[config.mk]
export PLATFORM = sky130hd
export DESIGN_NAME = dbu_queue
export DESIGN_NICKNAME = d
export VERILOG_FILES = /design/src/hw/rtl/dbu_pkg.sv /design/src/hw/rtl/dbu_queue.sv
export SDC_FILE = /design/constraint.sdc
export NUM_CORES = 1
export LEC_CHECK = 0
export ABC_CLOCK_PERIOD_IN_PS = 1900
export BUFFER_PORTS_ARGS = -buffer_cell sky130_fd_sc_hd__buf_4
export CORE_MARGIN = 1.5
export CORE_UTILIZATION = 25
export CTS_BUF_LIST = sky130_fd_sc_hd__clkbuf_8
export CTS_CLUSTER_SIZE = 30
export DETAILED_ROUTE_END_ITERATION = 16
export GPL_TIMING_DRIVEN = 1
export PLACE_DENSITY = 0.45
export SETUP_SLACK_MARGIN = 0.15
export SKIP_CTS_REPAIR_TIMING = 1
export SLEW_MARGIN = 20
export SYNTH_ARGS = -nofsm -noshare
export SYNTH_HDL_FRONTEND = slang
export SYNTH_SLANG_ARGS = --single-unit
[constraint.sdc]
create_clock -name clock -period 1.9 [get_ports clock]
set_input_delay 0.095 -clock clock [delete_from_list [all_inputs] [get_ports clock]]
set_output_delay 0.095 -clock clock [all_outputs]
set_load 0.005 [all_outputs]
[src/hw/rtl/dbu_pkg.sv]
`timescale 1ns / 1ps
package dbu_pkg;

   localparam int PIXEL_BITS_DEFAULT      = 12;
   localparam int COORD_FRAC_BITS_DEFAULT = 4;
   localparam int SCALE_FRAC_BITS_DEFAULT = 16;

   localparam int SCORE_BITS     = 16;
   localparam int CATEGORY_BITS  = 8;
   localparam int SCALE_INT_BITS = 4;
   localparam int CSR_INDEX_BITS = 3;
   localparam int QUEUE_DEPTH    = 4;

   localparam logic [CATEGORY_BITS-1:0] KEEP_CATEGORY = '0;

   localparam int MIN_SCORE_RESET  = 16384;
   localparam int FRAME_SIZE_RESET = 640;

   typedef enum logic [CSR_INDEX_BITS-1:0] {
      REG_MIN_SCORE      = 3'd0,
      REG_INVERSE_SCALE  = 3'd1,
      REG_LEFT_PAD       = 3'd2,
      REG_PAD_TOP        = 3'd3,
      REG_REGION_TOP_ROW = 3'd4,
      REG_FRAME_WIDTH    = 3'd5,
      REG_FRAME_HEIGHT   = 3'd6
   } csr_index_type;

endpackage

[src/hw/rtl/dbu_queue.sv]
`timescale 1ns / 1ps
module dbu_queue #(
   parameter int WIDTH = 1
) (
   input  logic             clock,
   input  logic             reset,
   input  logic             push_valid,
   output logic             push_ready,
   input  logic [WIDTH-1:0] push_data,
   output logic             pop_valid,
   input  logic             pop_ready,
   output logic [WIDTH-1:0] pop_data
);
   import dbu_pkg::*;

   localparam int PTRW = $clog2(QUEUE_DEPTH);
   localparam int CNTW = $clog2(QUEUE_DEPTH + 1);

   logic [WIDTH-1:0] entries_ff [QUEUE_DEPTH];
   logic [PTRW-1:0]  wr_ptr_ff, wr_ptr_in;
   logic [PTRW-1:0]  rd_ptr_ff, rd_ptr_in;
   logic [CNTW-1:0]  count_ff, count_in;
   logic             push_fire;
   logic             pop_fire;

   assign push_ready = (count_ff != CNTW'(QUEUE_DEPTH));
   assign pop_valid  = (count_ff != '0);
   assign pop_data   = entries_ff[rd_ptr_ff];
   assign push_fire  = push_valid && push_ready;
   assign pop_fire   = pop_valid && pop_ready;

   always_comb begin
      wr_ptr_in = push_fire ? wr_ptr_ff + PTRW'(1) : wr_ptr_ff;
      rd_ptr_in = pop_fire ? rd_ptr_ff + PTRW'(1) : rd_ptr_ff;
      count_in  = count_ff;
      if (push_fire && !pop_fire) begin
         count_in = count_ff + CNTW'(1);
      end else if (pop_fire && !push_fire) begin
         count_in = count_ff - CNTW'(1);
      end
   end

   always_ff @(posedge clock) begin
      if (reset) begin
         wr_ptr_ff <= '0;
         rd_ptr_ff <= '0;
         count_ff  <= '0;
      end else begin
         wr_ptr_ff <= wr_ptr_in;
         rd_ptr_ff <= rd_ptr_in;
         count_ff  <= count_in;
      end
   end

   always_ff @(posedge clock) begin
      if (push_fire) begin
         entries_ff[wr_ptr_ff] <= push_data;
      end
   end

   a_count_bounded: assert property (@(posedge clock) disable iff (reset)
      count_ff <= CNTW'(QUEUE_DEPTH))
      else $error("queue occupancy exceeds its depth");

   a_push_only_grows: assert property (@(posedge clock) disable iff (reset)
      (push_fire && !pop_fire) |=> count_ff == $past(count_ff) + CNTW'(1))
      else $error("queue occupancy did not grow on a push");

   a_pointers_track_count: assert property (@(posedge clock) disable iff (reset)
      (count_ff == '0) |-> (wr_ptr_ff == rd_ptr_ff))
      else $error("queue pointers differ while empty");

endmodule

Word-level counts from Yosys, hierarchy flattened. Memory sizes are Yosys's and may differ from the RTL's. A register that Yosys moved wholly into a read port is not among the register bits. Index checks and enable logic that the tools add are counted.

Register bits: 7. Bits in latches: 0. Memory bits (writable): 4. Bits in read-only memories: 0. Bits of input ports: 5. Output and inout port bits: 3. Word-level logic and storage cells: 23. Memories kept: 1.

Memories: entries_ff (depth 4, width 1, rd ports 1, clocked after memory_dff 1, wr ports 1, RTL line dbu_queue.sv:19) `logic [WIDTH-1:0] entries_ff [QUEUE_DEPTH];`.

Add/subtract/negate cells: 4. Multiply operators: 0. Div/mod/pow operators: 0. Order comparisons: 0. Eq/ne operators: 1. Shift operators: 0. Multiplexer cells: 6. Bitwise operators: 0. Reduce and logical (&&, ||, !) cells: 8.

Operators by type and width (number): 2-to-1 mux 3 bit (2); adder 2 x 1 -> 2 bit (second input constant) (2); logical AND 1 bit (4); 2-to-1 mux 2 bit (2); adder 3 x 1 -> 3 bit (second input constant) (1); inequality test 3 bit (second input constant) (1); nonzero test 3 bit (1); subtractor 3 x 1 -> 3 bit (second input constant) (1); logical NOT 1 bit (2); 2-to-1 mux 1 bit (2); nonzero test 2 bit (1).

Depth between registers and ports, before layout. Gate-level depths: netlist (run 1).

Depth after elaboration: 6. Mapped depth: 8. Gate-level depth less buffers: 8.

Least setup slack after synthesis (run 1). OpenSTA, ideal clock, no wires.

Path kind: register to register. From: register count_ff[0]. To: register count_ff[2]. Arrival: 1929 ps. Required time: 1830 ps. Path slack: -100 ps. Stages on the path, launching flop included: 9. Path buffers: 0. Cell sequence: dfxtp_1 -> nor2_2 -> a21boi_4 -> ha_1 -> inv_1 -> fa_1 -> xor2_1 -> or3_1 -> a21oi_1.

Word-level cells in the longest chain between the ends: 5. Elaborated cells between the ends (all ways): 13.

RTL lines: start: declaration (RTL line dbu_queue.sv:22) `logic [CNTW-1:0] count_ff, count_in;`; start signal: assignment (RTL line dbu_queue.sv:51) `count_ff <= count_in;`; inequality test 3 bit (*) (RTL line dbu_queue.sv:26) `assign push_ready = (count_ff != CNTW'(QUEUE_DEPTH));`; logical AND 1 bit (*) (RTL line dbu_queue.sv:29) `assign push_fire = push_valid && push_ready;`; via push_fire (RTL line dbu_queue.sv:23) `logic push_fire;`; logical NOT 1 bit (RTL line dbu_queue.sv:38) `end else if (pop_fire && !push_fire) begin`; logical AND 1 bit (RTL line dbu_queue.sv:38); nonzero test 2 bit (no line).

The timed path passes the listed nets; every way through them passes the cells marked *. The select of a mux whose other input is x is not followed. A chain may end at the register's enable or synchronous reset.

Final worst setup path (run 1).
From: register count_ff[1]. To: register count_ff[2].

Word-level cells in the longest chain between the ends: 5. Elaborated cells between the ends (all ways): 13.

RTL lines: parallel branches: the longest is 5 deep, another holds subtractor 3 x 1 -> 3 bit.

Several ways; the timed one is not identified. The select of a mux whose other input is x is not followed.

==> flow_metrics.py, run 1 <==
metrics = {
    "status": {
        "status": "finished with violations",
        "violations": "setup timing",
    },
    "timing": {
        "setup_tns_ns": -0.00434,
        "slew_headroom_pct": 79.1,
        "rsz0062_at_grt": "yes",
        "finalCriticalPeriod_ns": 1.90,
        "drv_slew": 0,
        "worstMarginPinSlew_ns": 0.309,
        "min_period_over_period_pct": 100,
        "whs_ns": 0.0600,
        "hold_violations": 0,
        "fmax_mhz": 525,
        "setup_viol": 1,
        "skew_ns": 0.00616,
        "timing.final.ws_setup_ns": -0.00434,
    },
    "clocking": {
        "cts_tree": "built",
        "htreeDepth": 1,
        "insertion_delay_ns": 0.24,
        "clockBufferDepth": 2,
        "cts_buffers": 3,
        "cts.sinks": 13,
        "clk_pin_slew_ns": 0.06,
        "ctsRootBufferMaster": "clkbuf_8",
    },
    "run": {
        "maxCapViolCount": 0,
    },
    "finish": {
        "nets": 82,
        "layout-drive-gt1-share_pct": 41.4,
        "antenna_cells": 0,
        "postLayoutCoreUtil_pct": 36.5,
        "syn_to_final_growth_pct": 33.7,
        "fin_cells": 98,
        "final_area_um2": 840,
    },
    "synthesis": {
        "yosys_warnings": 0,
        "synth_fp_nets": 64,
        "yosys-top-cells-area": "dfxtp_1 29%, edfxtp_1 19%, ha_1 10%",
        "yosysTopAreaCell": "dfxtp_1",
        "synthFlopType": "dfxtp_1",
        "synth_common_cells": "9 x dfxtp_1, 7 x nor2_1, 5 x ha_1",
        "synthMostInstantiatedCell": "dfxtp_1",
        "syn_avg_cell_area_um2": 11.9,
        "netlist.area_leader.share_pct": 28.7,
        "synthArstFlopShare_pct": 0,
        "ys_ff_latch": 13,
        "synth-edff-count": 4,
        "syn_area_um2": 628,
        "ys_seq_area_share_pct": 47.8,
        "synth_cell_type_count": 22,
        "synthCells": 53,
    },
    "setup_path": {
        "crit_arrival_ns": 2.08,
        "start_kind": "register",
        "worstSetupEndpointType": "register",
        "worstSetupPathType": "reg2reg",
        "cp_max_fo": 5,
        "worstPathRequired_ns": 2.08,
    },
    "power_and_ir_drop": {
        "p_per_area_mw_per_mm2": 1310,
        "ir_drop_mv": 0.491,
        "seq_power_share_pct": 40.4,
        "p_int_mw": 0.754,
        "power_frac_comb_pct": 38.3,
        "power.leakage_nw": 0.357,
        "switching_share_pct": 31.2,
        "p_total_mw": 1.10,
        "switchingPower_mw": 0.343,
        "clockPowerShare_pct": 21.3,
    },
    "drt": {
        "totalWireLength_um": 1010,
        "routed_via_density": 4.15,
        "drt_first_iter_violations": 5,
        "drcViolationCount": 0,
        "post_drt_wl_per_cell_um": 10.3,
        "vias": 407,
        "dr.pass1.iters": 3,
        "drtAntennaViolNets": 0,
    },
    "place": {
        "dp_hpwl_um": 777,
        "gp_congestion": 0.681,
        "port_buffers": 7,
        "pre_cts_ws_ns": 0.00462,
        "placed_cell_area_um2": 776,
        "numPlacedInstances": 92,
    },
    "floorplan": {
        "start_util_pct": 27.3,
        "die_x_um": 53.1,
        "rows": 17,
        "core_mm2": 0.00230,
        "die_area_mm2": 0.00282,
        "die_h_um": 53.1,
        "pin_count": 8,
    },
    "worst_hold_path": {
        "hold_class": "in2reg",
    },
    "grt": {
        "grt_max_degree": 11,
        "antenna_found_initial": 0,
        "grt-ovfl-total": 0,
        "grt_pass1_wl_um": 1660,
        "grt_usage_pct": 8.80,
        "grt_pass1_vias": 403,
    },
}
cell type report:
type / count / area, um2
Inverter: 3 / 11.3
Fill cell: 236 / 1460
Multi-Input combinational cell: 36 / 335
Tap cell: 28 / 35.0
Clock inverter: 1 / 3.75
Sequential cell: 13 / 308
Clock buffer: 3 / 41.3
Timing Repair Buffer: 14 / 105
logic make-up (layout without fill, tap and decap cells):
logic type | after synthesis | count (layout) | synth area share [%]
buffers and inverters | 4 | 21 | 2.39
and+or+nand+nor | 17 | 17 | 13.9
DFF | 13 | 13 | 47.8
muxes | 4 | 4 | 9.16
adders and majority gates | 6 | 6 | 13.1
AOI/OAI and AO/OA | 5 | 5 | 7.97
xor gates and xnor gates | 4 | 4 | 5.58
worst paths after layout:
kind | start | endpoint | slack (ns) | cells past startpoint
hold / removal | push_data | entries_ff[0] | 0.06 | 1
hold reg to reg | wr_ptr_ff[1] | wr_ptr_ff[1] | 0.53 | 2
setup / recovery | count_ff[1] | count_ff[2] | -0.004 | 7
setup reg to reg | count_ff[1] | count_ff[2] | -0.004 | 7
layer usage:
layer  routed length, um  global-route usage (%)  share of wire (%)  up-vias
met1                 436                    9.11                 43      188
li1                    -                       -                  -      213
met4                  21                    7.69                2.1        0
met5                   0                       0                  0        -
met2                 529                    14.4                 52        4
met3                  24                    2.54                2.4        2
critical path, stage by stage, from the launching register on:
cell	delay, ns
dfxtp_4	0.37
o31ai_4	0.27
ha_2	0.23
inv_2	0.04
fa_2	0.33
xor2_1	0.15
or3_1	0.34
a21oi_2	0.12
power groups by stage:
| stage | clock [mW] | combinational [mW] | sequential [mW] |
|---|---|---|---|
| 6_report | 0.234 | 0.420 | 0.443 |
| 5_1_grt | 0.256 | 0.471 | 0.452 |
| 4_1_cts | 0.243 | 0.395 | 0.450 |
| 3_5_place_dp | 0 | 0.393 | 0.455 |
| 3_3_place_gp | 0 | 0.386 | 0.456 |
| 2_1_floorplan | 0 | 0.255 | 0.442 |
cell usage in the layout (no fill, tap or decap), drive strengths merged, types with 2 or more instances in the layout:
cell type  instances
xor2               4
nor2               8
mux2i              2
clkbuf             3
ha                 5
nand2b             2
and2               4
inv                4
edfxtp             4
dfxtp              9
buf               14
or3                2
(Power assumes the default switching activity.)
==> run 2: changes to the inputs <==
--- a/config.mk
+++ b/config.mk
@@ -14,8 +14,10 @@
 export DETAILED_ROUTE_END_ITERATION = 16
 export GPL_TIMING_DRIVEN = 1
 export PLACE_DENSITY = 0.45
+export REMOVE_ABC_BUFFERS = 1
 export SETUP_SLACK_MARGIN = 0.15
 export SKIP_CTS_REPAIR_TIMING = 1
+export SKIP_LAST_GASP = 1
 export SLEW_MARGIN = 20
 export SYNTH_ARGS = -nofsm -noshare
 export SYNTH_HDL_FRONTEND = slang
==> run 2 against run 1 <==
  * The flow now finishes without violations
  * Combinational power grew 13%
  * Worst hold slack worse by 0.0050 ns
  * Setup slack gained 0.011 ns
  * Count of clock-buffer cells in the layout unchanged
  * Fmax increased by 0.56%
  * Global-route usage up 0.92 points
  * Register-to-register slack about the same
  * Power up 3.9%
  * Critical path depth stayed put
  * Sequential share of layout area decreased by 1.3 points
  * Clock skew about the same
  * Design area is 2.4% higher
  * Critical path type unchanged
  * Largest cell class unchanged
==> flow_metrics.py, run 2 (same netlist as run 1, synthesis figures left out) <==
metrics = {
    "finish": {
        "nets": 85,
        "antenna_cells": 0,
        "layout-drive-gt1-share_pct": 41.1,
        "final_area_um2": 860,
        "final_common_cell": "buf_4",
        "register_area_um2": 304,
        "syn_to_final_growth_pct": 36.9,
        "multi_input_area_um2": 324,
        "fillers": 241,
        "final_cell_mix": "16 x buf_4, 7 x nor2_1, 6 x dfxtp_1",
    },
    "clocking": {
        "ctsRootBufferMaster": "clkbuf_8",
        "cts_buffers": 3,
        "cts_tree": "built",
        "htreeDepth": 1,
        "clockBufferDepth": 2,
        "clk_pin_slew_ns": 0.06,
        "cts.sinks": 13,
        "insertion_delay_ns": 0.24,
    },
    "timing": {
        "finalCriticalPeriod_ns": 1.89,
        "skew_ns": 0.00578,
        "drv_slew": 0,
        "min_period_over_period_pct": 99.7,
        "slew_headroom_pct": 78.5,
        "hold_violations": 0,
        "setup_viol": 0,
        "worstMarginPinSlew_ns": 0.317,
        "rsz0062_at_grt": "yes",
        "fmax_mhz": 528,
    },
    "floorplan": {
        "start_util_pct": 27.3,
        "pin_count": 8,
        "die_area_mm2": 0.00282,
        "core_mm2": 0.00230,
        "die_h_um": 53.1,
        "rows": 17,
        "die_x_um": 53.1,
    },
    "setup_path": {
        "critPathBufInv": 1,
        "crit_family": "adder cells",
        "worstSetupEndpointType": "register",
        "start_kind": "register",
        "worstPathRequired_ns": 2.07,
        "cp_slowest_cell": "fa_1",
        "slowest_delay_ns": 0.36,
        "crit_arrival_ns": 2.07,
        "worstPathCellList": "o31ai_4 -> ha_2 -> inv_1 -> fa_1 -> xor2_1 -> or3_1 -> a21oi_1",
        "cp_max_fo": 4,
        "regToRegStartpoint": "count_ff[0]",
        "worstSetupPathType": "reg2reg",
        "cp-startpoint": "count_ff[0]",
    },
    "grt": {
        "grt_usage_pct": 9.72,
        "grt_pass1_wl_um": 1910,
        "grt_pass1_vias": 426,
        "antenna_found_initial": 0,
        "grt_max_degree": 11,
        "grt-ovfl-total": 0,
    },
    "drt": {
        "drtAntennaViolNets": 0,
        "dr.pass1.iters": 1,
        "totalWireLength_um": 1090,
        "vias": 415,
        "drt_first_iter_violations": 0,
        "drcViolationCount": 0,
        "post_drt_wl_per_cell_um": 10.8,
        "routed_via_density": 4.11,
    },
    "place": {
        "placed_cell_area_um2": 792,
        "dp_hpwl_um": 805,
        "gp_congestion": 0.735,
        "port_buffers": 7,
    },
    "power_and_ir_drop": {
        "power.leakage_nw": 0.375,
        "p_total_mw": 1.14,
        "ir_drop_mv": 0.784,
        "p_per_area_mw_per_mm2": 1330,
    },
    "worst_hold_path": {
        "hold_class": "in2reg",
        "hold_start": "push_data",
    },
    "status": {
        "status": "completed",
    },
    "run": {
        "maxCapViolCount": 0,
    },
}
run 2: cell count changes in the layout (fill, tap and decap cells not counted), sizes merged:
cell	previous run	this run
buf	14	17
run 2: routing by layer:
| layer | track usage (%) | vias to the layer above | wire length (um) |
|---|---|---|---|
| met5 | 0 | - | 0 |
| met4 | 2.56 | 0 | 0 |
| met3 | 5.08 | 0 | 47 |
| met2 | 14.0 | 8 | 481 |
| met1 | 12.7 | 189 | 561 |
| li1 | - | 218 | - |
run 2: path summary, 6_finish.rpt:
path / to / slack [ns] / cells past startpoint
min reg2reg: wr_ptr_ff[1] / 0.52 / 2
min: entries_ff[2] / 0.05 / 1
max: count_ff[2] / 0.006 / 7
max reg2reg: count_ff[2] / 0.006 / 7
run 2: worst reg2reg max path: stages, from the launching register on:
cell     delay [ns]
dfxtp_2        0.35
o31ai_4        0.26
ha_2           0.21
inv_1          0.05
fa_1           0.36
xor2_1         0.16
or3_1          0.31
a21oi_1        0.12
run 2: stage by stage:
| step | hold WS, ns | utilization (%) | setup TNS, ns | cells | setup WS (ns) |
|---|---|---|---|---|---|
| finish | 0.0549 | 37.4 | 0 | 101 | 0.00623 |
| global route | 0.0555 | 37.4 | -0.117 | 101 | -0.117 |
| CTS | 0.0504 | 36.4 | -0.0715 | 100 | -0.0715 |
| detailed placement | 0.307 | 34.5 | -0.0501 | 96 | -0.0501 |
| global placement | 0.302 | 34.5 | -0.0160 | 96 | -0.0160 |
| floorplan | 0.164 | - | -0.0990 | 52 | -0.0990 |
run 2: cell type report:
| type | instances | area share (%) |
|---|---|---|
| Inverter | 3 | 1.31 |
| Multi-Input combinational cell | 36 | 37.7 |
| Clock inverter | 1 | 0.437 |
| Clock buffer | 3 | 4.80 |
| Sequential cell | 13 | 35.4 |
| Timing Repair Buffer | 17 | 16.3 |
| Tap cell | 28 | 4.08 |
run 2: where the power goes:
| group | switching, mW | internal, mW |
|---|---|---|
| Sequential | 0.0648 | 0.361 |
| Clock | 0.0972 | 0.142 |
| Combinational | 0.191 | 0.283 |
