$ cat config.mk
export PLATFORM = sky130hd
export DESIGN_NAME = dbu_front_flat
export DESIGN_NICKNAME = d
export VERILOG_FILES = /design/src/hw/rtl/dbu_pkg.sv /design/src/hw/rtl/dbu_if.sv /design/src/hw/rtl/dbu_front.sv /design/src/flat_wrapper.sv
export SDC_FILE = /design/constraint.sdc
export NUM_CORES = 1
export LEC_CHECK = 0
export BUFFER_PORTS_ARGS = -buffer_cell sky130_fd_sc_hd__buf_4
export CORE_AREA = 2 2 119 63
export DETAILED_ROUTE_END_ITERATION = 16
export DIE_AREA = 0 0 121 65
export PLACE_DENSITY = 0.89
export SYNTH_ARGS = -nofsm -noshare
export SYNTH_HDL_FRONTEND = slang
export SYNTH_SLANG_ARGS = --single-unit
$ cat constraint.sdc
create_clock -name vclk -period 3.7
set_input_delay 0.555 -clock vclk [all_inputs]
set_output_delay 0.555 -clock vclk [all_outputs]
set_load 0.02 [all_outputs]
$ cat src/hw/rtl/dbu_pkg.sv
`timescale 1ns / 1ps
package dbu_pkg;

   localparam int PIXEL_BITS_DEFAULT      = 12;
   localparam int COORD_FRAC_BITS_DEFAULT = 4;
   localparam int SCALE_FRAC_BITS_DEFAULT = 16;

   localparam int SCORE_BITS     = 16;
   localparam int CATEGORY_BITS  = 8;
   localparam int SCALE_INT_BITS = 4;
   localparam int CSR_INDEX_BITS = 3;
   localparam int QUEUE_DEPTH    = 4;

   localparam logic [CATEGORY_BITS-1:0] KEEP_CATEGORY = '0;

   localparam int MIN_SCORE_RESET  = 16384;
   localparam int FRAME_SIZE_RESET = 640;

   typedef enum logic [CSR_INDEX_BITS-1:0] {
      REG_MIN_SCORE      = 3'd0,
      REG_INVERSE_SCALE  = 3'd1,
      REG_LEFT_PAD       = 3'd2,
      REG_PAD_TOP        = 3'd3,
      REG_REGION_TOP_ROW = 3'd4,
      REG_FRAME_WIDTH    = 3'd5,
      REG_FRAME_HEIGHT   = 3'd6
   } csr_index_type;

endpackage

$ cat src/hw/rtl/dbu_if.sv
`timescale 1ns / 1ps
interface dbu_req_if #(
   parameter int COORD_BITS = dbu_pkg::PIXEL_BITS_DEFAULT + dbu_pkg::COORD_FRAC_BITS_DEFAULT
);
   import dbu_pkg::*;

   logic                         valid;
   logic                         ready;
   logic signed [COORD_BITS-1:0] left_in;
   logic signed [COORD_BITS-1:0] top_in;
   logic signed [COORD_BITS-1:0] right_in;
   logic signed [COORD_BITS-1:0] bottom_in;
   logic [SCORE_BITS-1:0]        confidence;
   logic [CATEGORY_BITS-1:0]     category;

   modport source (
      output valid, left_in, top_in, right_in, bottom_in, confidence, category,
      input  ready
   );
   modport sink (
      input  valid, left_in, top_in, right_in, bottom_in, confidence, category,
      output ready
   );
endinterface


$ cat src/hw/rtl/dbu_front.sv
`timescale 1ns / 1ps
module dbu_front #(
   parameter int PIXEL_BITS      = dbu_pkg::PIXEL_BITS_DEFAULT,
   parameter int COORD_FRAC_BITS = dbu_pkg::COORD_FRAC_BITS_DEFAULT
) (
   dbu_req_if.sink                             req,
   input  logic [dbu_pkg::SCORE_BITS-1:0]      min_score,
   input  logic [PIXEL_BITS-1:0]               left_pad,
   input  logic [PIXEL_BITS-1:0]               pad_top,
   output logic                                push_valid,
   input  logic                                push_ready,
   output logic [1+dbu_pkg::SCORE_BITS+4*(PIXEL_BITS+COORD_FRAC_BITS+2)-1:0] push_data
);
   import dbu_pkg::*;

   localparam int CW = PIXEL_BITS + COORD_FRAC_BITS;
   localparam int DW = CW + 2;

   logic                  keep_box;
   logic [SCORE_BITS-1:0] score_kept;
   logic [DW-1:0]         pad_x;
   logic [DW-1:0]         pad_y;
   logic signed [DW-1:0]  d_left;
   logic signed [DW-1:0]  d_top;
   logic signed [DW-1:0]  d_right;
   logic signed [DW-1:0]  d_bottom;

   // Score and class filtering happens here; the back end only sees the verdict.
   assign keep_box   = (req.confidence >= min_score) && (req.category == KEEP_CATEGORY);
   assign score_kept = keep_box ? req.confidence : '0;

   assign pad_x = DW'(left_pad) << COORD_FRAC_BITS;
   assign pad_y = DW'(pad_top) << COORD_FRAC_BITS;

   assign d_left   = $signed({{2{req.left_in[CW-1]}}, req.left_in})     - $signed(pad_x);
   assign d_top    = $signed({{2{req.top_in[CW-1]}}, req.top_in})       - $signed(pad_y);
   assign d_right  = $signed({{2{req.right_in[CW-1]}}, req.right_in})   - $signed(pad_x);
   assign d_bottom = $signed({{2{req.bottom_in[CW-1]}}, req.bottom_in}) - $signed(pad_y);

   assign push_valid = req.valid;
   assign req.ready  = push_ready;
   assign push_data  = {keep_box, score_kept, d_left, d_top, d_right, d_bottom};

endmodule

$ cat src/flat_wrapper.sv
// flat-port wrapper written by rule: the top's interface ports become plain ports
module dbu_front_flat import dbu_pkg::*;
#(
   parameter int PIXEL_BITS      = dbu_pkg::PIXEL_BITS_DEFAULT,
   parameter int COORD_FRAC_BITS = dbu_pkg::COORD_FRAC_BITS_DEFAULT
)
  (min_score, left_pad, pad_top, push_valid, push_ready, push_data, req_valid, req_left_in, req_top_in, req_right_in, req_bottom_in, req_confidence, req_category, req_ready);
  dbu_req_if req_i ();
  input  logic [dbu_pkg::SCORE_BITS-1:0] min_score;
  input  logic [PIXEL_BITS-1:0] left_pad;
  input  logic [PIXEL_BITS-1:0] pad_top;
  output logic push_valid;
  input  logic push_ready;
  output logic [1+dbu_pkg::SCORE_BITS+4*(PIXEL_BITS+COORD_FRAC_BITS+2)-1:0] push_data;
  input wire logic [$bits(req_i.valid)-1:0] req_valid;
  input wire logic [$bits(req_i.left_in)-1:0] req_left_in;
  input wire logic [$bits(req_i.top_in)-1:0] req_top_in;
  input wire logic [$bits(req_i.right_in)-1:0] req_right_in;
  input wire logic [$bits(req_i.bottom_in)-1:0] req_bottom_in;
  input wire logic [$bits(req_i.confidence)-1:0] req_confidence;
  input wire logic [$bits(req_i.category)-1:0] req_category;
  output wire logic [$bits(req_i.ready)-1:0] req_ready;
  assign req_i.valid = req_valid;
  assign req_i.left_in = req_left_in;
  assign req_i.top_in = req_top_in;
  assign req_i.right_in = req_right_in;
  assign req_i.bottom_in = req_bottom_in;
  assign req_i.confidence = req_confidence;
  assign req_i.category = req_category;
  assign req_ready = req_i.ready;
  dbu_front #(.PIXEL_BITS(PIXEL_BITS), .COORD_FRAC_BITS(COORD_FRAC_BITS)) u_core (.req(req_i), .min_score(min_score), .left_pad(left_pad), .pad_top(pad_top), .push_valid(push_valid), .push_ready(push_ready), .push_data(push_data));
endmodule
Yosys cells after proc, flatten, opt, wreduce, memory -nomap -nowiden

Index checks and enable logic that the tools add are counted.

Flip-flop bits (word level): 0
Input port bits: 130
Output and inout port bits: 91
Word-level logic and storage cells: 8

Add/subtract/negate cells: 4
$lt $le $gt $ge: 1
Mux-type cells: 1
Reductions and logical operators: 2

Operators with widths:

| kind                                           | count |
|---|---|
| 16-bit by 17-bit subtractor with 18-bit output | 4 |
| 16-bit greater-or-equal comparator             | 1 |
| 16-bit two-way mux                             | 1 |
| 8-bit logical NOT                              | 1 |
| 1-bit logical AND                              | 1 |

Longest topological paths before layout

Gate-level depths: netlist of the first run.

Depth in word-level cells: 3
Mapped depth: 9
Gate-level depth less buffers: 9

Worst setup path after synthesis of the first run

Ideal clock, no wire load.

Kind: in2out
From: input req_bottom_in[4]
To: output push_data[16] (netlist bit)
Data arrival time: 2348 ps
Data required time: 3145 ps
Setup slack: 797 ps
Stages: 9
Path buffers: 0
Cells stage by stage: inv_1 ha_1 fa_1 nor2b_1 o31a_1 o21ai_1 o21ai_1 nor3_1 nor3_1

Cells in the longest elaborated chain, start to end: 1

RTL lines:

| item                                           | RTL line           | text |
|---|---|---|
| start: declaration                             | flat_wrapper.sv:19 | `input wire logic [$bits(req_i.bottom_in)-1:0] req_bottom_in;` |
| 16-bit by 17-bit subtractor with 18-bit output | dbu_front.sv:38    | `assign d_bottom = $signed({{2{req.bottom_in[CW-1]}}, req.bottom_in}) - $signed(pad_y);` |
| end: declaration                               | flat_wrapper.sv:14 | `output logic [1+dbu_pkg::SCORE_BITS+4*(PIXEL_BITS+COORD_FRAC_BITS+2)-1:0] push_data;` |

Every way passes these cells.

Worst setup path in the final report of the first run

From: input req_right_in[4]
To: output push_data[32] (netlist bit)

Cells in the longest elaborated chain, start to end: 1

RTL lines:

| item                                           | RTL line           | text |
|---|---|---|
| start: declaration                             | flat_wrapper.sv:18 | `input wire logic [$bits(req_i.right_in)-1:0] req_right_in;` |
| 16-bit by 17-bit subtractor with 18-bit output | dbu_front.sv:37    | `assign d_right = $signed({{2{req.right_in[CW-1]}}, req.right_in}) - $signed(pad_x);` |

Every way passes these cells.

==> results.json, run 1 <==
{
  "grt_max_degree": 18,
  "grt_pass1_wl_um": 15400,
  "final_core_util_pct": 64.0,
  "stdcell_area_um2": 4450,
  "rsz0062_at_grt": "no",
  "design.seq.count": 0,
  "period_needed_ns": 3.21,
  "vias": 3661,
  "fin_crit_sh_pct": 86.7,
  "num_antenna_cells": 0,
  "multi_input_area_um2": 2680,
  "ys_types": 54,
  "cts-hold-fix-buffers": 0,
  "syn-cell-area_um2": 3110,
  "maxCapViolCount": 0,
  "cp_top_family": "compound AO/OA/AOI/OAI gates",
  "cpMostUsedCell": "buf_4",
  "drcViolationCount": 0,
  "post-synth-top-area-cell": "ha_1",
  "synth_common_cells": "inv_1, ha_1, nor2_1, nand2_1, xnor2_1",
  "postCtsResizedCells": 0,
  "max_stage_delay_ns": 0.42,
  "hold_path.startpoint": "req_bottom_in[0]",
  "dp_slack_ns": 0.511,
  "die-area_um2": 7870,
  "synth_cells": 448,
  "post_dp_cell_area_um2": 4450,
  "finalMaxSlewViolations": 0,
  "holdPathStages": 0,
  "cp_cell_sequence": "buf_4 > inv_1 > ha_1 > fa_1 > nor2b_1 > o21a_1 > o21ai_0 > a21oi_1 > mux2_2 > o2111ai_1 > buf_4",
  "arrival_ns": 2.65,
  "fin_cells": 707,
  "fmax_ghz": 0.312,
  "dp_cells": 707,
  "fillers": 614,
  "grt_usage_pct": 23.3,
  "setup_tns_ns": 0,
  "endpoint_kind": "primary output",
  "min_to": "push_data[0]",
  "seq_area_frac_synth_pct": 0,
  "ant_nets": 0,
  "relSlewSlack_pct": 61.3,
  "firstDrtPassIters": 5,
  "nets": 815,
  "postCtsSetupRepairBufs": 0,
  "cp_max_fo": 3,
  "pwr_density_cell_nw_per_um2": 203,
  "hold_violations": 0,
  "hpwl_um": 8790,
  "wl_per_cell_um": 13.9,
  "synth_top_area_share_pct": 27.4,
  "min_path_type": "in -> out",
  "synthTopCellsByArea": "ha_1, inv_1, xnor2_1",
  "avgSynthCellArea_um2": 6.94,
  "syn_nets": 650,
  "die_h_um": 65,
  "status": "complete, no violations",
  "grt_pass1_vias": 3439,
  "fp.dieW_um": 121,
  "crit_buf_inv": 3,
  "regArea_um2": 0,
  "top_level_ports": 221,
  "io_buffers": 185,
  "worst_pin_slew_ns": 0.580,
  "clkbuf_count": 0,
  "yosysWarningCount": 0,
  "rows": 22,
  "synth_most_common_cell": "inv_1",
  "first_iter_violations": 184,
  "viasPerCell": 5.18,
  "wl_um": 9850,
  "worst_ir_drop_vdd_mv": 0.154,
  "setup_viol": 0,
  "slowest_stage": "fa_1",
  "start_util_pct": 44.6,
  "worstPathRequired_ns": 3.14,
  "p_leak_nw": 2.49,
  "area_delta_synth_final_pct": 43.3,
  "worst_slack_ns": 0.492,
  "drive_above_1_share_pct": 31.8,
  "antenna_found_initial": 0,
  "path_class": "in -> out",
  "overflow": 0,
  "routabilityCongestion": 0.916,
  "start_kind": "input pin",
  "core_area_um2": 6960
}
==> how the worst max path moves through the flow <==
stage                                 from       endpoint  slack, ns  depth (start not counted)
after floorplan           req_bottom_in[4]  push_data[16]       0.80                          9
after global placement     req_right_in[4]  push_data[32]       0.54                         11
after detailed placement       left_pad[0]  push_data[32]       0.51                         10
after CTS                  req_right_in[4]  push_data[32]       0.48                         11
after global routing       req_right_in[4]  push_data[32]       0.33                         11
final                      req_right_in[4]  push_data[32]       0.49                         11
==> area by class of cell <==
class                           count  share of cell area (%)
Multi-Input combinational cell    355                    60.1
Timing Repair Buffer              185                    31.2
Inverter                           71                    5.98
Tap cell                           96                    2.70
==> report_power, final <==
group / internal, mW / switching [mW]
registers: 0 / 0
clock network: 0 / 0
logic: 0.419 / 0.485
==> per-layer routing <==
metal | wire, um | share of wire, % | GRT usage, %
met1 | 4400 | 45 | 30.5
met2 | 4670 | 47 | 43.2
met4 | 40 | 0.41 | 1.16
met5 | 0 | 0 | 0
met3 | 736 | 7.5 | 2.64
==> stage by stage <==
step	total power, mW	hold WS [ns]
final	0.904	1.11
after global routing	0.976	1.11
after CTS	0.902	1.11
after detailed placement	0.898	1.11
after global placement	0.871	1.11
after floorplan	0.565	1.22
==> cell families (layout without fill, tap and decap cells) <==
| family | count (synthesis) | count (layout) | share of synthesized area, % |
|---|---|---|---|
| buf+inv | 93 | 256 | 13.8 |
| fa+ha+maj | 72 | 72 | 30.0 |
| xor+xnor | 36 | 36 | 10.1 |
| mux | 1 | 1 | 0.362 |
| simple gates | 138 | 138 | 22.1 |
| compound gates | 108 | 108 | 23.7 |
==> layout by cell type (no fill, tap or decap), types with 2 or more instances in the layout <==
master / netlist / layout
a211oi_1: 2 / 2
a21o_1: 20 / 20
a21oi_1: 26 / 26
a221oi_2: 2 / 2
a311oi_1: 3 / 3
a31oi_1: 5 / 5
and2_1: 2 / 2
and3_1: 4 / 4
and3b_1: 3 / 3
buf_4: 19 / 185
fa_1: 4 / 4
ha_1: 68 / 68
inv_1: 71 / 71
nand2_1: 30 / 30
nand2b_1: 4 / 4
nand3_1: 5 / 5
nand3b_1: 2 / 2
nand4_1: 3 / 3
nor2_1: 43 / 43
nor2b_1: 12 / 12
nor3_1: 14 / 14
nor4_1: 4 / 4
o2111ai_1: 2 / 2
o211ai_1: 2 / 2
o21a_1: 7 / 7
o21ai_0: 15 / 15
o21ai_1: 8 / 8
o31a_1: 2 / 2
o31ai_1: 4 / 4
or3_1: 2 / 2
or4_1: 3 / 3
xnor2_1: 30 / 30
xor2_1: 6 / 6
(Power assumes the default switching activity.)
==> inputs of run 2 (changes only) <==
==> constraint.sdc (replaced) <==
create_clock -name vclk -period 3.7
set_input_delay 0.555 -clock vclk [all_inputs]
set_output_delay 0.555 -clock vclk [all_outputs]
set_load 0.05 [all_outputs]
==> run 2 against run 1 <==
Sequential cell count is the same. Critical endpoint unchanged. Combinational power is 31% higher. Critical path depth decreased by 1. Largest cell class unchanged. Global-route usage increased by 0.49 points. Power increased by 30%.
==> results.json, run 2 (synthesis results as in run 1) <==
{
  "num_antenna_cells": 0,
  "firstDrtPassIters": 5,
  "setup_viol": 0,
  "final_core_util_pct": 64.0,
  "arrival_ns": 2.71,
  "cpMostUsedCell": "buf_4",
  "relSlewSlack_pct": 61.0,
  "internal-power_mw": 0.424,
  "maxCapViolCount": 0,
  "top_level_ports": 221,
  "grt_max_degree": 18,
  "grt_pass1_vias": 3501,
  "dp_slack_ns": 0.440,
  "hpwl_um": 8980,
  "endpoint_kind": "primary output",
  "fp.dieW_um": 121,
  "power_frac_comb_pct": 100.0,
  "path_class": "in -> out",
  "worstPathRequired_ns": 3.14,
  "fin_cells": 707,
  "die_h_um": 65,
  "min_path_type": "in -> out",
  "clkbuf_count": 0,
  "crit_buf_inv": 2,
  "grt_usage_pct": 23.8,
  "final_cell_mix": "buf_4, inv_1, ha_1, nor2_1",
  "p_leak_nw": 2.49,
  "core_area_um2": 6960,
  "overflow": 0,
  "finalMaxSlewViolations": 0,
  "hold_slack_ns": 1.11,
  "final_common_cell": "buf_4",
  "p_seq_share_pct": 0,
  "drcViolationCount": 0,
  "first_iter_violations": 195,
  "viasPerCell": 5.21,
  "swShare_pct": 64.1,
  "nets": 815,
  "setup_tns_ns": 0,
  "cp_top_family": "compound AO/OA/AOI/OAI gates",
  "area_delta_synth_final_pct": 43.3,
  "period_needed_ns": 3.26,
  "worst_pin_slew_ns": 0.585,
  "postCtsResizedCells": 0,
  "max_stage_delay_ns": 0.41,
  "io_buffers": 185,
  "start_util_pct": 44.6,
  "hold_violations": 0,
  "p_sw_mw": 0.756,
  "cp_cell_sequence": "buf_4 > ha_1 > fa_1 > nor2b_1 > o21a_1 > o21ai_0 > a21oi_1 > mux2_2 > o2111ai_1 > buf_4",
  "slowest_stage": "fa_1",
  "worst_ir_drop_vdd_mv": 0.230,
  "cts-hold-fix-buffers": 0,
  "grt_pass1_wl_um": 15600,
  "clkPwrFrac_pct": 0,
  "rsz0062_at_grt": "no",
  "cp_max_fo": 3,
  "routabilityCongestion": 0.914,
  "dp_cells": 707,
  "fin_crit_sh_pct": 88.1,
  "status": "complete, no violations",
  "ant_nets": 0,
  "wl_per_cell_um": 14.1,
  "start_kind": "input pin",
  "fmax_ghz": 0.307,
  "worst_slack_ns": 0.439,
  "design.seq.count": 0,
  "postCtsSetupRepairBufs": 0,
  "antenna_found_initial": 0,
  "regArea_um2": 0,
  "rows": 22,
  "pwr_density_cell_nw_per_um2": 265,
  "vias": 3681,
  "wl_um": 9980,
  "die-area_um2": 7870,
  "drive_above_1_share_pct": 31.8
}
-- run 2: per-layer routing --
| layer | vias up | global-route usage (%) | wire length, um |
|---|---|---|---|
| li1 | 1864 | - | - |
| met1 | 1641 | 30.5 | 4340 |
| met2 | 160 | 44.0 | 4720 |
| met3 | 16 | 3.08 | 805 |
| met4 | 0 | 2.62 | 107 |
| met5 | - | 0 | 0 |
-- run 2: cell type report --
| type | count | area, um^2 |
|---|---|---|
| Tap cell | 96 | 120 |
| Inverter | 71 | 267 |
| Multi-Input combinational cell | 355 | 2680 |
| Timing Repair Buffer | 185 | 1390 |
| Fill cell | 613 | 2510 |
-- run 2: worst paths after layout --
path | from | to | slack (ns) | cells past startpoint
min | req_bottom_in[0] | push_data[0] | 1.11 | 0
max | left_pad[0] | push_data[32] | 0.44 | 10
-- run 2: power by group through the flow --
stage | clock network, mW | registers [mW] | logic [mW]
after floorplan | 0 | 0 | 0.859
after global placement | 0 | 0 | 1.15
after detailed placement | 0 | 0 | 1.17
after CTS | 0 | 0 | 1.18
after global routing | 0 | 0 | 1.25
final | 0 | 0 | 1.18
-- run 2: stage by stage --
stage	instance area (um^2)	power [mW]
finish	4450	1.18
global placement	4450	1.15
CTS	4450	1.18
detailed placement	4450	1.17
global route	4450	1.25
floorplan	3110	0.859
==> inputs of run 3 (changes only) <==
--- a/config.mk
+++ b/config.mk
@@ -9,7 +9,7 @@
 export CORE_AREA = 2 2 119 63
 export DETAILED_ROUTE_END_ITERATION = 16
 export DIE_AREA = 0 0 121 65
-export PLACE_DENSITY = 0.89
+export PLACE_DENSITY = 0.88
 export SYNTH_ARGS = -nofsm -noshare
 export SYNTH_HDL_FRONTEND = slang
 export SYNTH_SLANG_ARGS = --single-unit
==> run 3 against run 2 <==
Worst hold slack unchanged. Utilization stayed put. Largest cell class unchanged. Routed wire length increased by 2.6%. Combinational power barely moved. Via count up 1.6%. Sequential share of layout area stayed put. Die area unchanged. Global-route usage grew 0.32 points. First-iteration DRC count increased by 44%. Count of clock-buffer cells in the layout is the same. Maximum frequency shrank 2.5%. Critical path depth did not move.
==> results.json, run 3 (synthesis results as in run 1) <==
{
  "setup_viol": 0,
  "nets": 815,
  "worst_slack_ns": 0.355,
  "wl_um": 10200,
  "die_h_um": 65,
  "stdcell_area_um2": 4450,
  "drive_above_1_share_pct": 31.8,
  "rows": 22,
  "area_delta_synth_final_pct": 43.3,
  "io_buffers": 185,
  "rsz0062_at_grt": "no",
  "ant_nets": 0,
  "final_common_cell": "buf_4",
  "overflow": 0,
  "firstDrtPassIters": 5,
  "min_path_type": "in -> out",
  "hold_violations": 0,
  "routabilityCongestion": 0.889,
  "relSlewSlack_pct": 58.5,
  "wl_per_cell_um": 14.5,
  "regArea_um2": 0,
  "endpoint_kind": "primary output",
  "hold_slack_ns": 1.11,
  "antenna_found_initial": 0,
  "grt_pass1_vias": 3416,
  "final_core_util_pct": 64.0,
  "pwr_density_cell_nw_per_um2": 266,
  "core_area_um2": 6960,
  "start_util_pct": 44.6,
  "multi_input_area_um2": 2680,
  "clkbuf_count": 0,
  "dp_slack_ns": 0.393,
  "worstPathRequired_ns": 3.14,
  "vias": 3740,
  "first_iter_violations": 280,
  "path_class": "in -> out",
  "worst_ir_drop_vdd_mv": 0.259,
  "grt_pass1_wl_um": 15900,
  "num_antenna_cells": 0,
  "fin_crit_sh_pct": 90.4,
  "die-area_um2": 7870,
  "viasPerCell": 5.29,
  "cp_max_fo": 3,
  "finalMaxSlewViolations": 0,
  "arrival_ns": 2.79,
  "top_level_ports": 221,
  "fillers": 627,
  "drcViolationCount": 0,
  "postCtsResizedCells": 0,
  "final_cell_mix": "buf_4, inv_1, ha_1, nor2_1",
  "maxCapViolCount": 0,
  "grt_usage_pct": 24.1,
  "p_leak_nw": 2.49,
  "hpwl_um": 9000,
  "start_kind": "input pin",
  "cts-hold-fix-buffers": 0,
  "status": "complete, no violations",
  "fp.dieW_um": 121,
  "fmax_ghz": 0.299,
  "period_needed_ns": 3.35,
  "design.seq.count": 0,
  "worst_pin_slew_ns": 0.622,
  "grt_max_degree": 18,
  "postCtsSetupRepairBufs": 0,
  "setup_tns_ns": 0,
  "post_dp_cell_area_um2": 4450
}
run 3: cell counts in the layout (fill, tap and decap cells not counted):
Identical to the previous run, type by type.
run 3: area by class of cell:
cell class / instances / area share (%)
multi-input cells: 355 / 60.1
repair buffers: 185 / 31.2
inverters: 71 / 5.98
well taps: 96 / 2.70
run 3: routing by layer:
metal | GRT usage (%) | part of all wire [%] | vias to the layer above
met2 | 41.5 | 47 | 184
li1 | - | - | 1864
met1 | 33.4 | 45 | 1680
met4 | 2.91 | 0.85 | 0
met3 | 2.55 | 7.6 | 12
met5 | 0 | 0 | -
run 3: worst max-delay path, stage by stage:
cell       delay (ns)
buf_4            0.12
ha_1             0.20
fa_1             0.41
nor2b_1          0.12
o21a_1           0.13
o21ai_0          0.14
a21oi_1          0.32
mux2_2           0.39
o2111ai_1        0.14
buf_4            0.25
run 3: power by group:
group | total, mW | switching (mW) | internal [mW]
clock | 0 | 0 | 0
combinational | 1.18 | 0.760 | 0.424
sequential | 0 | 0 | 0
run 3: worst paths after layout:
kind / start / endpoint / slack [ns] / depth (start not counted)
worst min-delay path: req_bottom_in[0] / push_data[0] / 1.11 / 0
worst max-delay path: left_pad[0] / push_data[32] / 0.35 / 10
run 3: stage by stage:
| step | power (mW) | std cells |
|---|---|---|
| after floorplan | 0.859 | 448 |
| after global placement | 1.15 | 707 |
| after detailed placement | 1.17 | 707 |
| after CTS | 1.18 | 707 |
| after global routing | 1.25 | 707 |
| final | 1.18 | 707 |
